[config.mk]
export PLATFORM = sky130hd
export DESIGN_NAME = signed_timestamp_add_sub_avg_top
export DESIGN_NICKNAME = d
export VERILOG_FILES = /design/src/rtl/core/tsa_pkg.sv /design/src/rtl/core/signed_timestamp_add_sub_avg_top.sv /design/src/rtl/core/tsa_order.sv /design/src/rtl/core/tsa_addsub.sv /design/src/rtl/core/tsa_halve.sv
export VERILOG_INCLUDE_DIRS = /design/src /design/src/rtl/core
export SDC_FILE = /design/constraint.sdc
export NUM_CORES = 1
export LEC_CHECK = 0
export BUFFER_PORTS_ARGS = -buffer_cell sky130_fd_sc_hd__buf_2
export CAP_MARGIN = 20
export CORE_MARGIN = 3
export CORE_UTILIZATION = 66
export CTS_BUF_LIST = sky130_fd_sc_hd__clkbuf_16
export CTS_CLUSTER_DIAMETER = 40
export DETAILED_ROUTE_END_ITERATION = 6
export GPL_TIMING_DRIVEN = 0
export PLACE_DENSITY_LB_ADDON = 0.3
export SETUP_SLACK_MARGIN = 0.02
export SLEW_MARGIN = 10
export SYNTH_ARGS = -nofsm -noshare
export SYNTH_HDL_FRONTEND = slang
export SYNTH_SLANG_ARGS = --single-unit
[constraint.sdc]
create_clock -name clk -period 12.5 [get_ports clk]
set_input_delay 1.25 -clock clk [delete_from_list [all_inputs] [get_ports clk]]
set_output_delay 1.25 -clock clk [all_outputs]
set_load 0.01 [all_outputs]
[src/rtl/core/assert_macros.svh]
// ----------------------------------------------------------------------------
// Assertion macros
// Shared concurrent assertion forms, clocked on clk and held off during reset.
// ----------------------------------------------------------------------------
`ifndef ASSERT_MACROS_SVH
`define ASSERT_MACROS_SVH

// Same-cycle implication: when ante holds, cons must hold.
`define TSA_ASSERT_IMP(lbl, ante, cons, msg) \
	lbl: assert property (@(posedge clk) disable iff (!arst_n) (ante) |-> (cons)) \
		else $error(msg);

// Next-cycle implication: when ante holds, cons must hold in the next cycle.
`define TSA_ASSERT_NXT(lbl, ante, cons, msg) \
	lbl: assert property (@(posedge clk) disable iff (!arst_n) (ante) |=> (cons)) \
		else $error(msg);

`endif

[src/rtl/core/tsa_pkg.sv]
// ----------------------------------------------------------------------------
// tsa_pkg
// Types and constants shared by the signed timestamp arithmetic pipeline.
// ----------------------------------------------------------------------------
`default_nettype none

package tsa_pkg;

	localparam int SEC_W = 48;
	localparam int NS_W  = 30;

	// Nanoseconds per second, one bit wider than the field to hold sums.
	localparam logic [NS_W:0]   NS_PER_SEC = 31'd1000000000;
	localparam logic [NS_W-1:0] NS_MAX     = 30'd999999999;

	typedef enum logic [1:0] {
		OP_ADD  = 2'd0,
		OP_SUB  = 2'd1,
		OP_AVG  = 2'd2,
		OP_NONE = 2'd3
	} op_t;

	typedef struct packed {
		logic [SEC_W-1:0] sec;
		logic [NS_W-1:0]  ns;
	} mag_t;

	typedef struct packed {
		logic pos;
		mag_t mag;
	} stamp_t;

	// Stage 1: clamped operands.
	typedef struct packed {
		op_t    op;
		stamp_t a;
		stamp_t b;
	} opnd_t;

	// Stage 2: operands ordered by magnitude, result sign settled.
	typedef struct packed {
		op_t  op;
		logic pos;
		logic sub;
		mag_t hi;
		mag_t lo;
	} order_t;

	// Stage 3: raw sums or differences plus the pending carry or borrow.
	typedef struct packed {
		op_t              op;
		logic             pos;
		logic             sub;
		logic             fix;
		logic [NS_W:0]    ns;
		logic [SEC_W-1:0] sec;
	} raw_t;

	// Stage 4: normalized signed sum or difference.
	typedef struct packed {
		op_t  op;
		logic pos;
		mag_t mag;
	} sum_t;

endpackage

`default_nettype wire

[src/rtl/core/signed_timestamp_add_sub_avg_top.sv]
// ----------------------------------------------------------------------------
// signed_timestamp_add_sub_avg_top
// Pipelined signed add, unsigned subtract and signed average of timestamps.
// ----------------------------------------------------------------------------
// Takes one item per clock while req_stall is low and returns one result per
// item, in order. The five register stages are clamp, magnitude compare and
// ordering, raw add or subtract, carry or borrow of one second, and then
// the average halving with the output register. Each stage holds its
// item while the one after it is full and stalled, so req_stall rises only
// when all five stages hold items and res_stall is high. Timestamps are sign
// and magnitude with res_positive set meaning non-negative; nanoseconds above
// 999999999 are saturated on entry and seconds wrap at 48 bits. Operation
// code three returns a non-negative zero.
// ----------------------------------------------------------------------------
`default_nettype none

`include "assert_macros.svh"

module signed_timestamp_add_sub_avg_top (
	input  wire logic        clk,
	input  wire logic        arst_n,
	// Request channel
	input  wire logic        req_valid,
	output logic             req_stall,
	input  wire logic [1:0]  operation,
	input  wire logic        a_positive,
	input  wire logic [47:0] a_seconds,
	input  wire logic [29:0] a_nanos,
	input  wire logic        b_positive,
	input  wire logic [47:0] b_seconds,
	input  wire logic [29:0] b_nanos,
	// Result channel
	output logic             res_valid,
	input  wire logic        res_stall,
	output logic             res_positive,
	output logic [47:0]      res_seconds,
	output logic [29:0]      res_nanos
);

	tsa_pkg::opnd_t  opnd;
	tsa_pkg::order_t order_s2;
	tsa_pkg::sum_t   sum_s4;
	tsa_pkg::stamp_t res_s5;
	logic            valid_s2;
	logic            valid_s4;
	logic            order_adv;
	logic            addsub_adv;
	logic            halve_adv;

	// Pack the request fields; signs are taken as given, subtract ignores them.
	always_comb begin
		opnd.op        = tsa_pkg::op_t'(operation);
		opnd.a.pos     = a_positive;
		opnd.a.mag.sec = a_seconds;
		opnd.a.mag.ns  = a_nanos;
		opnd.b.pos     = b_positive;
		opnd.b.mag.sec = b_seconds;
		opnd.b.mag.ns  = b_nanos;
	end

	// Stages 1-2: clamp, then order operands by magnitude.
	tsa_order u_order (
		.clk      (clk),
		.arst_n   (arst_n),
		.valid    (req_valid),
		.opnd     (opnd),
		.adv_in   (addsub_adv),
		.adv_out  (order_adv),
		.valid_s2 (valid_s2),
		.order_s2 (order_s2)
	);

	// Stages 3-4: add or subtract magnitudes, then normalize nanoseconds.
	tsa_addsub u_addsub (
		.clk      (clk),
		.arst_n   (arst_n),
		.valid_s2 (valid_s2),
		.order_s2 (order_s2),
		.adv_in   (halve_adv),
		.adv_out  (addsub_adv),
		.valid_s4 (valid_s4),
		.sum_s4   (sum_s4)
	);

	// Stage 5: average halving and the output register.
	tsa_halve u_halve (
		.clk      (clk),
		.arst_n   (arst_n),
		.valid_s4 (valid_s4),
		.sum_s4   (sum_s4),
		.stall    (res_stall),
		.adv_out  (halve_adv),
		.valid_s5 (res_valid),
		.res_s5   (res_s5)
	);

	// Hold the request side only when the first stage cannot advance.
	assign req_stall    = !order_adv;
	assign res_positive = res_s5.pos;
	assign res_seconds  = res_s5.mag.sec;
	assign res_nanos    = res_s5.mag.ns;

	// A stalled request means the pipe is backed up from the result side.
	`TSA_ASSERT_IMP(a_stall_full, req_stall, res_valid && res_stall && valid_s4,
		"request stalled while the pipeline has room")
	// Normalization leaves nanoseconds within one second.
	`TSA_ASSERT_IMP(a_s4_ns_range, valid_s4, sum_s4.mag.ns <= tsa_pkg::NS_MAX,
		"normalized nanoseconds out of range")
	// Results never carry nanoseconds of a full second or more.
	`TSA_ASSERT_IMP(a_res_ns_range, res_valid, res_nanos <= tsa_pkg::NS_MAX,
		"result nanoseconds out of range")
	// An item taken from a full stage 4 lands in the output register.
	`TSA_ASSERT_NXT(a_s5_load, valid_s4 && halve_adv, res_valid,
		"item lost between stage 4 and the output")

endmodule

`default_nettype wire

[src/rtl/core/tsa_order.sv]
// ----------------------------------------------------------------------------
// tsa_order
// Stages 1 and 2: clamp nanoseconds, compare magnitudes and order operands.
// ----------------------------------------------------------------------------
`default_nettype none

module tsa_order (
	input  wire logic           clk,
	input  wire logic           arst_n,
	input  wire logic           valid,
	input  wire tsa_pkg::opnd_t opnd,
	input  wire logic           adv_in,
	output logic                adv_out,
	output logic                valid_s2,
	output tsa_pkg::order_t     order_s2
);

	logic            valid_s1;
	tsa_pkg::opnd_t  opnd_s1;
	tsa_pkg::opnd_t  clamp;
	tsa_pkg::order_t order;
	logic            en_s1;
	logic            en_s2;
	logic            sec_eq;
	logic            a_big;

	assign en_s2   = !valid_s2 || adv_in;
	assign en_s1   = !valid_s1 || en_s2;
	assign adv_out = en_s1;

	// Saturate out-of-range nanoseconds.
	always_comb begin
		clamp = opnd;
		if (opnd.a.mag.ns > tsa_pkg::NS_MAX) begin
			clamp.a.mag.ns = tsa_pkg::NS_MAX;
		end
		if (opnd.b.mag.ns > tsa_pkg::NS_MAX) begin
			clamp.b.mag.ns = tsa_pkg::NS_MAX;
		end
	end

	assign sec_eq = (opnd_s1.a.mag.sec == opnd_s1.b.mag.sec);
	assign a_big  = (opnd_s1.a.mag.sec > opnd_s1.b.mag.sec) ||
		(sec_eq && (opnd_s1.a.mag.ns >= opnd_s1.b.mag.ns));

	always_comb begin
		order.op = opnd_s1.op;
		order.hi = a_big ? opnd_s1.a.mag : opnd_s1.b.mag;
		order.lo = a_big ? opnd_s1.b.mag : opnd_s1.a.mag;
		case (opnd_s1.op)
			tsa_pkg::OP_SUB: begin
				order.sub = 1'b1;
				order.pos = a_big;
			end
			default: begin
				order.sub = opnd_s1.a.pos ^ opnd_s1.b.pos;
				order.pos = (order.sub && !a_big) ? opnd_s1.b.pos : opnd_s1.a.pos;
			end
		endcase
	end

	always_ff @(posedge clk or negedge arst_n) begin
		if (!arst_n) begin
			valid_s1 <= 1'b0;
			valid_s2 <= 1'b0;
		end else begin
			if (en_s1) valid_s1 <= valid;
			if (en_s2) valid_s2 <= valid_s1;
		end
	end

	always_ff @(posedge clk) begin
		if (en_s1) opnd_s1  <= clamp;
		if (en_s2) order_s2 <= order;
	end

endmodule

`default_nettype wire

[src/rtl/core/tsa_addsub.sv]
// ----------------------------------------------------------------------------
// tsa_addsub
// Stages 3 and 4: magnitude add or subtract, then carry or borrow a second.
// ----------------------------------------------------------------------------
`default_nettype none

module tsa_addsub (
	input  wire logic            clk,
	input  wire logic            arst_n,
	input  wire logic            valid_s2,
	input  wire tsa_pkg::order_t order_s2,
	input  wire logic            adv_in,
	output logic                 adv_out,
	output logic                 valid_s4,
	output tsa_pkg::sum_t        sum_s4
);

	logic                        valid_s3;
	tsa_pkg::raw_t               raw_s3;
	tsa_pkg::raw_t               raw;
	tsa_pkg::sum_t               sum;
	logic                        en_s3;
	logic                        en_s4;
	logic [tsa_pkg::NS_W:0]      ns_sum;
	logic [tsa_pkg::NS_W:0]      ns_dif;
	logic [tsa_pkg::NS_W:0]      ns_fix;

	assign en_s4   = !valid_s4 || adv_in;
	assign en_s3   = !valid_s3 || en_s4;
	assign adv_out = en_s3;

	assign ns_sum = {1'b0, order_s2.hi.ns} + {1'b0, order_s2.lo.ns};
	assign ns_dif = {1'b0, order_s2.hi.ns} - {1'b0, order_s2.lo.ns};

	always_comb begin
		raw.op  = order_s2.op;
		raw.pos = order_s2.pos;
		raw.sub = order_s2.sub;
		if (order_s2.sub) begin
			raw.ns  = ns_dif;
			raw.fix = (order_s2.hi.ns < order_s2.lo.ns);
			raw.sec = order_s2.hi.sec - order_s2.lo.sec;
		end else begin
			raw.ns  = ns_sum;
			raw.fix = (ns_sum > {1'b0, tsa_pkg::NS_MAX});
			raw.sec = order_s2.hi.sec + order_s2.lo.sec;
		end
	end

	// Move one second across the nanosecond boundary where needed.
	always_comb begin
		ns_fix      = raw_s3.ns;
		sum.op      = raw_s3.op;
		sum.pos     = raw_s3.pos;
		sum.mag.sec = raw_s3.sec;
		if (raw_s3.fix) begin
			if (raw_s3.sub) begin
				ns_fix      = raw_s3.ns + tsa_pkg::NS_PER_SEC;
				sum.mag.sec = raw_s3.sec - 48'd1;
			end else begin
				ns_fix      = raw_s3.ns - tsa_pkg::NS_PER_SEC;
				sum.mag.sec = raw_s3.sec + 48'd1;
			end
		end
		sum.mag.ns = ns_fix[tsa_pkg::NS_W-1:0];
	end

	always_ff @(posedge clk or negedge arst_n) begin
		if (!arst_n) begin
			valid_s3 <= 1'b0;
			valid_s4 <= 1'b0;
		end else begin
			if (en_s3) valid_s3 <= valid_s2;
			if (en_s4) valid_s4 <= valid_s3;
		end
	end

	always_ff @(posedge clk) begin
		if (en_s3) raw_s3 <= raw;
		if (en_s4) sum_s4 <= sum;
	end

endmodule

`default_nettype wire

[src/rtl/core/tsa_halve.sv]
// ----------------------------------------------------------------------------
// tsa_halve
// Stage 5: halve for average, force the unused code to zero, hold the result.
// ----------------------------------------------------------------------------
`default_nettype none

module tsa_halve (
	input  wire logic          clk,
	input  wire logic          arst_n,
	input  wire logic          valid_s4,
	input  wire tsa_pkg::sum_t sum_s4,
	input  wire logic          stall,
	output logic               adv_out,
	output logic               valid_s5,
	output tsa_pkg::stamp_t    res_s5
);

	tsa_pkg::stamp_t         res;
	logic                    en_s5;
	logic [tsa_pkg::NS_W:0]  ns_odd;

	assign en_s5   = !valid_s5 || !stall;
	assign adv_out = en_s5;

	// An odd second moves into the nanoseconds before halving.
	assign ns_odd = {1'b0, sum_s4.mag.ns} +
		(sum_s4.mag.sec[0] ? tsa_pkg::NS_PER_SEC : '0);

	always_comb begin
		case (sum_s4.op)
			tsa_pkg::OP_AVG: begin
				res.pos     = sum_s4.pos;
				res.mag.sec = sum_s4.mag.sec >> 1;
				res.mag.ns  = ns_odd[tsa_pkg::NS_W:1];
			end
			tsa_pkg::OP_NONE: begin
				res.pos = 1'b1;
				res.mag = '0;
			end
			default: begin
				res.pos = sum_s4.pos;
				res.mag = sum_s4.mag;
			end
		endcase
	end

	always_ff @(posedge clk or negedge arst_n) begin
		if (!arst_n) begin
			valid_s5 <= 1'b0;
		end else if (en_s5) begin
			valid_s5 <= valid_s4;
		end
	end

	always_ff @(posedge clk) begin
		if (en_s5) res_s5 <= res;
	end

endmodule

`default_nettype wire

==> impl_metrics.tcl, run 1 <==
set metrics [dict create \
    status "finished with violations" \
    failed_checks "design-rule violations" \
    detail_route.iter0.violations 2598 \
    wl_met1_mm 37.3 \
    synth_area_leaders "edfxtp_1, ha_1, mux2_2" \
    final-hold-violation-count 0 \
    clkSinkCount 568 \
    grt_max_degree 78 \
    die_h_um 234 \
    p_leak_nw 16.6 \
    max_clock_freq_mhz 162 \
    crit_top_cell "o21ai_0" \
    die_area_um2 54600 \
    multi_input_area_um2 15800 \
    crit_required_ns 12.83 \
    finClkSkew_ns 0.0393 \
    drt-wirelength-per-cell_um 21.4 \
    r2r_start "u_order.order_s2[156]" \
    hold_depth 0 \
    crit_slowest_cell "buf_1" \
    synth_top_area_share_pct 49.4 \
    core.rowCount 82 \
    clkSlewWorstSetupHoldPaths_ns 0.06 \
    initial_core_util_pct 67.5 \
    cp_max_fo 10 \
    end_kind "register" \
    drive_above_1_share_pct 19.8 \
    area_growth_pct 15.0 \
    clock_latency_ns 0.63 \
    ys_ff_latch 568 \
    drv_slew 0 \
    ys_warn_count 0 \
    post-route-period-util_pct 49.3 \
    path_class "reg2reg" \
    setup_viol 0 \
    grt_pass1_wl_mm 135 \
    clock_path_buffers 3 \
    place.gp.congestion 0.972 \
    r2r-end "u_addsub.raw_s3[46]" \
    netlist_area_um2 34200 \
    dr_wl_met3_mm 7.41 \
    hp-start "u_addsub.raw_s3[81]" \
    finalNonFillerCells 4096 \
    clock-root-buffer "clkbuf_16" \
    vdd_ir_drop_max_mv 0.141 \
    htreeDepth 3 \
    dr.pass1.iters 7 \
    place_area_um2 36700 \
    final_area_um2 39300 \
    fillerInstances 3123 \
    remaining_drc_errors 2 \
    dp_hpwl_mm 63.3 \
    cts_tree "done" \
    dpl.cell_count 3956 \
    timing.reg2reg.worst_path_depth 17 \
    top_layer "met4" \
    synth_cell_types 92 \
    dr_wl_met2_mm 39.8 \
    holdBufCountCts 0 \
    whs_endpoint "u_addsub.sum_s4[78]" \
    ys_async_sr_fraction_pct 0.880 \
    layout.nets 3794 \
    vias 25500 \
    synth_edf_count 563 \
    syn_nets 3453 \
    fin_setup_tns_ns 0 \
    synthCells 3019 \
    grt_pass1_vias 24800 \
    drv_cap 0 \
    gr-total-overflow 0 \
    rsz0062_at_grt "false" \
    io_pins 245 \
    regArea_um2 17000 \
    period_minus_slack_ns 6.16 \
    avgSynthCellArea_um2 11.3 \
    postRouteAntennaNets 0 \
    cp_slowest_stage_delay_ns 0.77 \
    synth-seq-area-share_pct 49.8 \
    yosysTopAreaCell "edfxtp_1" \
    core-area_um2 50700 \
    reg2reg_slack_ns 6.34 \
    port_buffers 244 \
    wl_mm 87.8 \
    slew_headroom_pct 37.5 \
    start_kind "register" \
    worstPathCellList "clkbuf_1, clkbuf_1, buf_1, mux2i_1, fa_1, a211oi_1, o21ai_0, nand4_1, a21oi_1, o21ai_0, a21oi_1, o21a_1, o21a_1, a311oi_1, o21ai_0, a221oi_1, xnor2_1" \
    antenna_found_initial 2 \
    totalPowerFinal_mw 10.1 \
    vias_per_cell 6.23 \
    powerDensity_nw_per_um2 258 \
    synth_top_flop_cell "edfxtp_1" \
    hold_path_class "reg2reg" \
    dieWidth_um 234 \
    cp.arrival_ns 6.49 \
    track_usage_pct 31.6 \
    cts_buffers 74 \
    cts_resized 0 \
    tightest_slew_ns 0.937 \
    hold_ws_ns 0.407 \
    postCtsSetupBuffers 0 \
]
per-stage QoR:
step,setup WS (ns),utilization (%)
after floorplan,4.21,-
after global placement,1.63,71.6
after detailed placement,6.34,72.4
final,6.34,77.6
after CTS,6.32,77.6
after global routing,5.94,77.6
routing by layer:
layer | vias up | GRT usage, %
met5 | - | 0
li1 | 11800 | -
met4 | 0 | 11.9
met2 | 1406 | 49.2
met3 | 220 | 4.09
met1 | 12100 | 45.8
area by class of cell:
class,instances,share of cell area (%)
Sequential cell,568,43.3
Clock buffer,75,4.77
Timing Repair Buffer,265,4.06
Inverter,270,2.58
Antenna cell,5,0.0318
Multi-Input combinational cell,2072,40.0
Buffer,109,1.14
Tap cell,672,2.14
Clock inverter,60,1.94
power by group:
group          internal [mW]  switching [mW]  leakage [nW]
clock                   1.39           0.846          1.31
combinational           1.97            2.63          9.43
sequential              2.92           0.385          5.84
registers in the layout, indices dropped and copies added (netlist names):
register	flops
u_order.valid_s1	1
u_halve.res_s5	79
u_addsub.valid_s4	1
u_halve.valid_s5	1
u_order.opnd_s1	160
u_addsub.valid_s3	1
u_addsub.sum_s4	81
u_addsub.raw_s3	83
u_order.valid_s2	1
u_order.order_s2	160
placed cells by master (no fill, tap or decap), types with 8 or more instances in the layout:
cell type / netlist / layout
o21ai_0: 123 / 123
or2_2: 24 / 24
nand2_1: 162 / 160
nor3_1: 47 / 47
buf_6: 1 / 10
nor2b_1: 41 / 41
nand4_1: 39 / 39
clkbuf_16: 0 / 75
mux2i_1: 16 / 16
ha_1: 265 / 265
inv_6: 0 / 9
o211ai_1: 14 / 14
nor2_1: 137 / 137
a31oi_1: 32 / 32
inv_1: 266 / 273
nand3_1: 35 / 34
buf_16: 0 / 8
xnor2_1: 179 / 179
clkbuf_1: 81 / 81
o21bai_1: 30 / 30
nand2b_1: 49 / 49
o22ai_1: 76 / 76
edfxtp_1: 563 / 563
mux2_2: 217 / 217
bufinv_16: 0 / 13
nor4_1: 16 / 16
clkinv_1: 1 / 9
xor2_1: 41 / 41
a21o_1: 104 / 104
a211oi_1: 15 / 15
o21a_1: 22 / 22
and3_1: 17 / 17
buf_2: 19 / 264
a21oi_1: 223 / 223
and2_1: 17 / 17
worst max-delay path: cells and delay by family (launching register included):
family / cells / cell delay [ns]
AOI/OAI and AO/OA: 10 / 2.52
muxes: 1 / 0.27
adders and majority gates: 1 / 0.50
buffers and inverters: 3 / 1.86
xor gates and xnor gates: 1 / 0.15
and+or+nand+nor: 1 / 0.21
DFF: 1 / 0.35
cells in the mapped netlist, drive strengths merged (16+ instances only):
cell    number
clkbuf      81
a21o       104
o21ai      128
mux2       217
buf         28
and2        17
nor3        49
xnor2      179
inv        269
xor2        41
a21oi      224
edfxtp     563
o21a        22
nor2b       41
or2         25
and3        17
nand2      162
o21bai      30
a211oi      16
a31oi       32
nor4        16
ha         265
nor2       138
nand4       39
nand3       35
o22ai       77
nand2b      49
mux2i       16
cell families (layout without fill, tap and decap cells):
logic type                 count (synthesis)  in the layout  synth area share [%]
AOI/OAI and AO/OA                        727            727                  13.6
xor gates and xnor gates                 220            220                  5.63
adders and majority gates                270            270                  9.98
buffers and inverters                    379            779                  4.27
DFF                                      568            568                  49.8
muxes                                    233            233                  7.61
other                                      0              5                     0
and+or+nand+nor                          622            622                  9.13
how the worst max path moves through the flow:
stage / start / to / slack (ns) / depth (start not counted)
2_1_floorplan: res_stall / req_stall / 4.21 / 3
3_3_place_gp: res_stall / u_order.opnd_s1[144] / 1.63 / 3
3_5_place_dp: u_order.order_s2[156] / u_addsub.raw_s3[46] / 6.34 / 17
4_1_cts: u_order.order_s2[156] / u_addsub.raw_s3[46] / 6.32 / 17
5_1_grt: u_order.order_s2[156] / u_addsub.raw_s3[46] / 5.94 / 17
6_report: u_order.order_s2[156] / u_addsub.raw_s3[46] / 6.34 / 17
Power figures use the tool's default switching activity.
==> inputs of run 2 (changes only) <==
Settings changed: CORE_UTILIZATION 66 to 56.
Clock period 12.5 ns to 5.6 ns, I/O delays scaled along.
==> run 2 against run 1 <==
The flow now finishes without violations. Register-to-register slack got worse by 6.1 ns. Fmax increased by 16%. Utilization decreased by 11 points. Total power increased by 120%. Sequential share of layout area decreased by 0.16 points. Sequential power increased by 120%. Critical endpoint unchanged. Clock power increased by 120%. Via count decreased by 4.1%. Wire length decreased by 7.2%. Sequential cell count unchanged.
==> impl_metrics.tcl, run 2 (same netlist as run 1, synthesis figures left out) <==
set metrics [dict create \
    reg2reg_slack_ns 0.28 \
    core-area_um2 59700 \
    largestRegisters "u_order.opnd_s1 (160), u_order.order_s2 (160), u_addsub.raw_s3 (83)" \
    clock_path_buffers 3 \
    wl_mm 81.5 \
    detail_route.iter0.violations 1853 \
    vias_per_cell 5.83 \
    n_antenna_cell 0 \
    period_minus_slack_ns 5.32 \
    final-hold-violation-count 0 \
    die_area_um2 64100 \
    layout.nets 3799 \
    max_clock_freq_mhz 188 \
    initial_core_util_pct 57.3 \
    io_pins 245 \
    area_growth_pct 15.4 \
    vdd_ir_drop_max_mv 0.272 \
    grt_pass1_wl_mm 128 \
    hold_path_class "in2reg" \
    cts_buffers 79 \
    cts_tree "done" \
    gr-total-overflow 0 \
    antenna_found_initial 0 \
    powerDensity_nw_per_um2 565 \
    drv_cap 0 \
    hold_ws_ns 0.0950 \
    clock_latency_ns 0.64 \
    clkSinkCount 568 \
    start_kind "register" \
    cp_max_fo 10 \
    status "complete, no violations" \
    p_leak_nw 16.6 \
    final_area_um2 39500 \
    timing.reg2reg.worst_path_depth 17 \
    grt_max_degree 77 \
    place_area_um2 36800 \
    crit_required_ns 5.96 \
    drv_slew 0 \
    crit_start "u_order.order_s2[156]" \
    path_class "reg2reg" \
    finClkSkew_ns 0.0370 \
    die_h_um 253 \
    post-route-period-util_pct 94.9 \
    slew_headroom_pct 43.5 \
    port_buffers 244 \
    dpl.cell_count 4056 \
    drt-wirelength-per-cell_um 19.4 \
    finalNonFillerCells 4201 \
    dp_hpwl_mm 63.8 \
    vias 24500 \
    grt_pass1_vias 23700 \
    layout_common_cells "edfxtp_1, inv_1, ha_1" \
    remaining_drc_errors 0 \
    crit_end "u_addsub.raw_s3[46]" \
    htreeDepth 3 \
    end_kind "register" \
    clock-root-buffer "clkbuf_16" \
    place.gp.congestion 0.954 \
    setup_viol 0 \
    tightest_slew_ns 0.839 \
    dieWidth_um 253 \
    cp.arrival_ns 5.68 \
    r2r_start "u_order.order_s2[156]" \
    postRouteAntennaNets 0 \
    core.rowCount 89 \
    track_usage_pct 25.2 \
    clkSlewWorstSetupHoldPaths_ns 0.05 \
    dr.pass1.iters 6 \
    rsz0062_at_grt "false" \
    drive_above_1_share_pct 20.2 \
    final_common_cell "edfxtp_1" \
    r2r-end "u_addsub.raw_s3[46]" \
]
## run 2: worst min-delay path by stage
| stage | startpoint | to | slack [ns] | depth (start not counted) |
|---|---|---|---|---|
| detailed placement | arst_n | u_halve.valid_s5 | 0.38 | 1 |
| global placement | arst_n | u_addsub.valid_s4 | 0.37 | 1 |
| CTS | b_seconds[8] | u_order.opnd_s1[38] | 0.06 | 1 |
| finish | b_seconds[36] | u_order.opnd_s1[66] | 0.09 | 1 |
| floorplan | arst_n | u_addsub.valid_s3 | 0.26 | 0 |
| global route | b_seconds[13] | u_order.opnd_s1[43] | 0.07 | 1 |
## run 2: power breakdown
group	switching (mW)	internal, mW	total [mW]
clock network	1.98	2.86	4.84
logic	5.75	4.38	10.1
registers	0.810	6.52	7.33
total	8.54	13.8	22.3
## run 2: area by class of cell
cell class	instances	area, um2
timing repair buffer	266	1570
clock inverter	65	686
fill	4421	20200
clock buffer	79	1980
tap	773	967
sequential	568	17000
inverter	270	1020
buffer	108	454
multi-input combinational	2072	15800
## run 2: layer usage
| layer | track usage (%) | vias to the layer above | routed length [um] |
|---|---|---|---|
| li1 | - | 11800 | - |
| met1 | 37.5 | 11600 | 38300 |
| met2 | 38.6 | 904 | 35800 |
| met3 | 3.08 | 136 | 5200 |
| met4 | 8.47 | 0 | 2180 |
| met5 | 0 | - | 0 |
## run 2: per-stage QoR
step / setup TNS (ns) / power [mW] / worst slack [ns] / util [%]
after detailed placement: -2.45 / 17.3 / -0.595 / 61.6
final: 0 / 22.3 / 0.283 / 66.2
after floorplan: -320.03 / 14.6 / -1.56 / -
after global placement: -1031.28 / 16.9 / -4.07 / 61.0
after global routing: 0 / 23.7 / 0.0263 / 66.2
after CTS: 0 / 22.2 / 0.141 / 66.1
## run 2: timing repair
action,4_1_cts,5_1_grt
endpoints found under the setup margin,10,7
buffers inserted,1,0
hold buffers,1,0
endpoints found under the hold margin,5,0
cloned,0,0
resized for setup,4,6
## run 2: critical path, stage by stage, from the launching register on
cell	delay [ns]
edfxtp_1	0.35
clkbuf_2	0.29
clkbuf_2	0.35
clkdlybuf4s15_2	0.55
mux2i_1	0.22
fa_1	0.49
a211oi_1	0.36
o21ai_0	0.24
nand4_1	0.19
a21oi_1	0.10
o21ai_0	0.27
a21oi_1	0.14
o21a_1	0.23
o21a_1	0.23
a311oi_2	0.33
o21ai_0	0.23
a221oi_1	0.38
xnor2_1	0.10
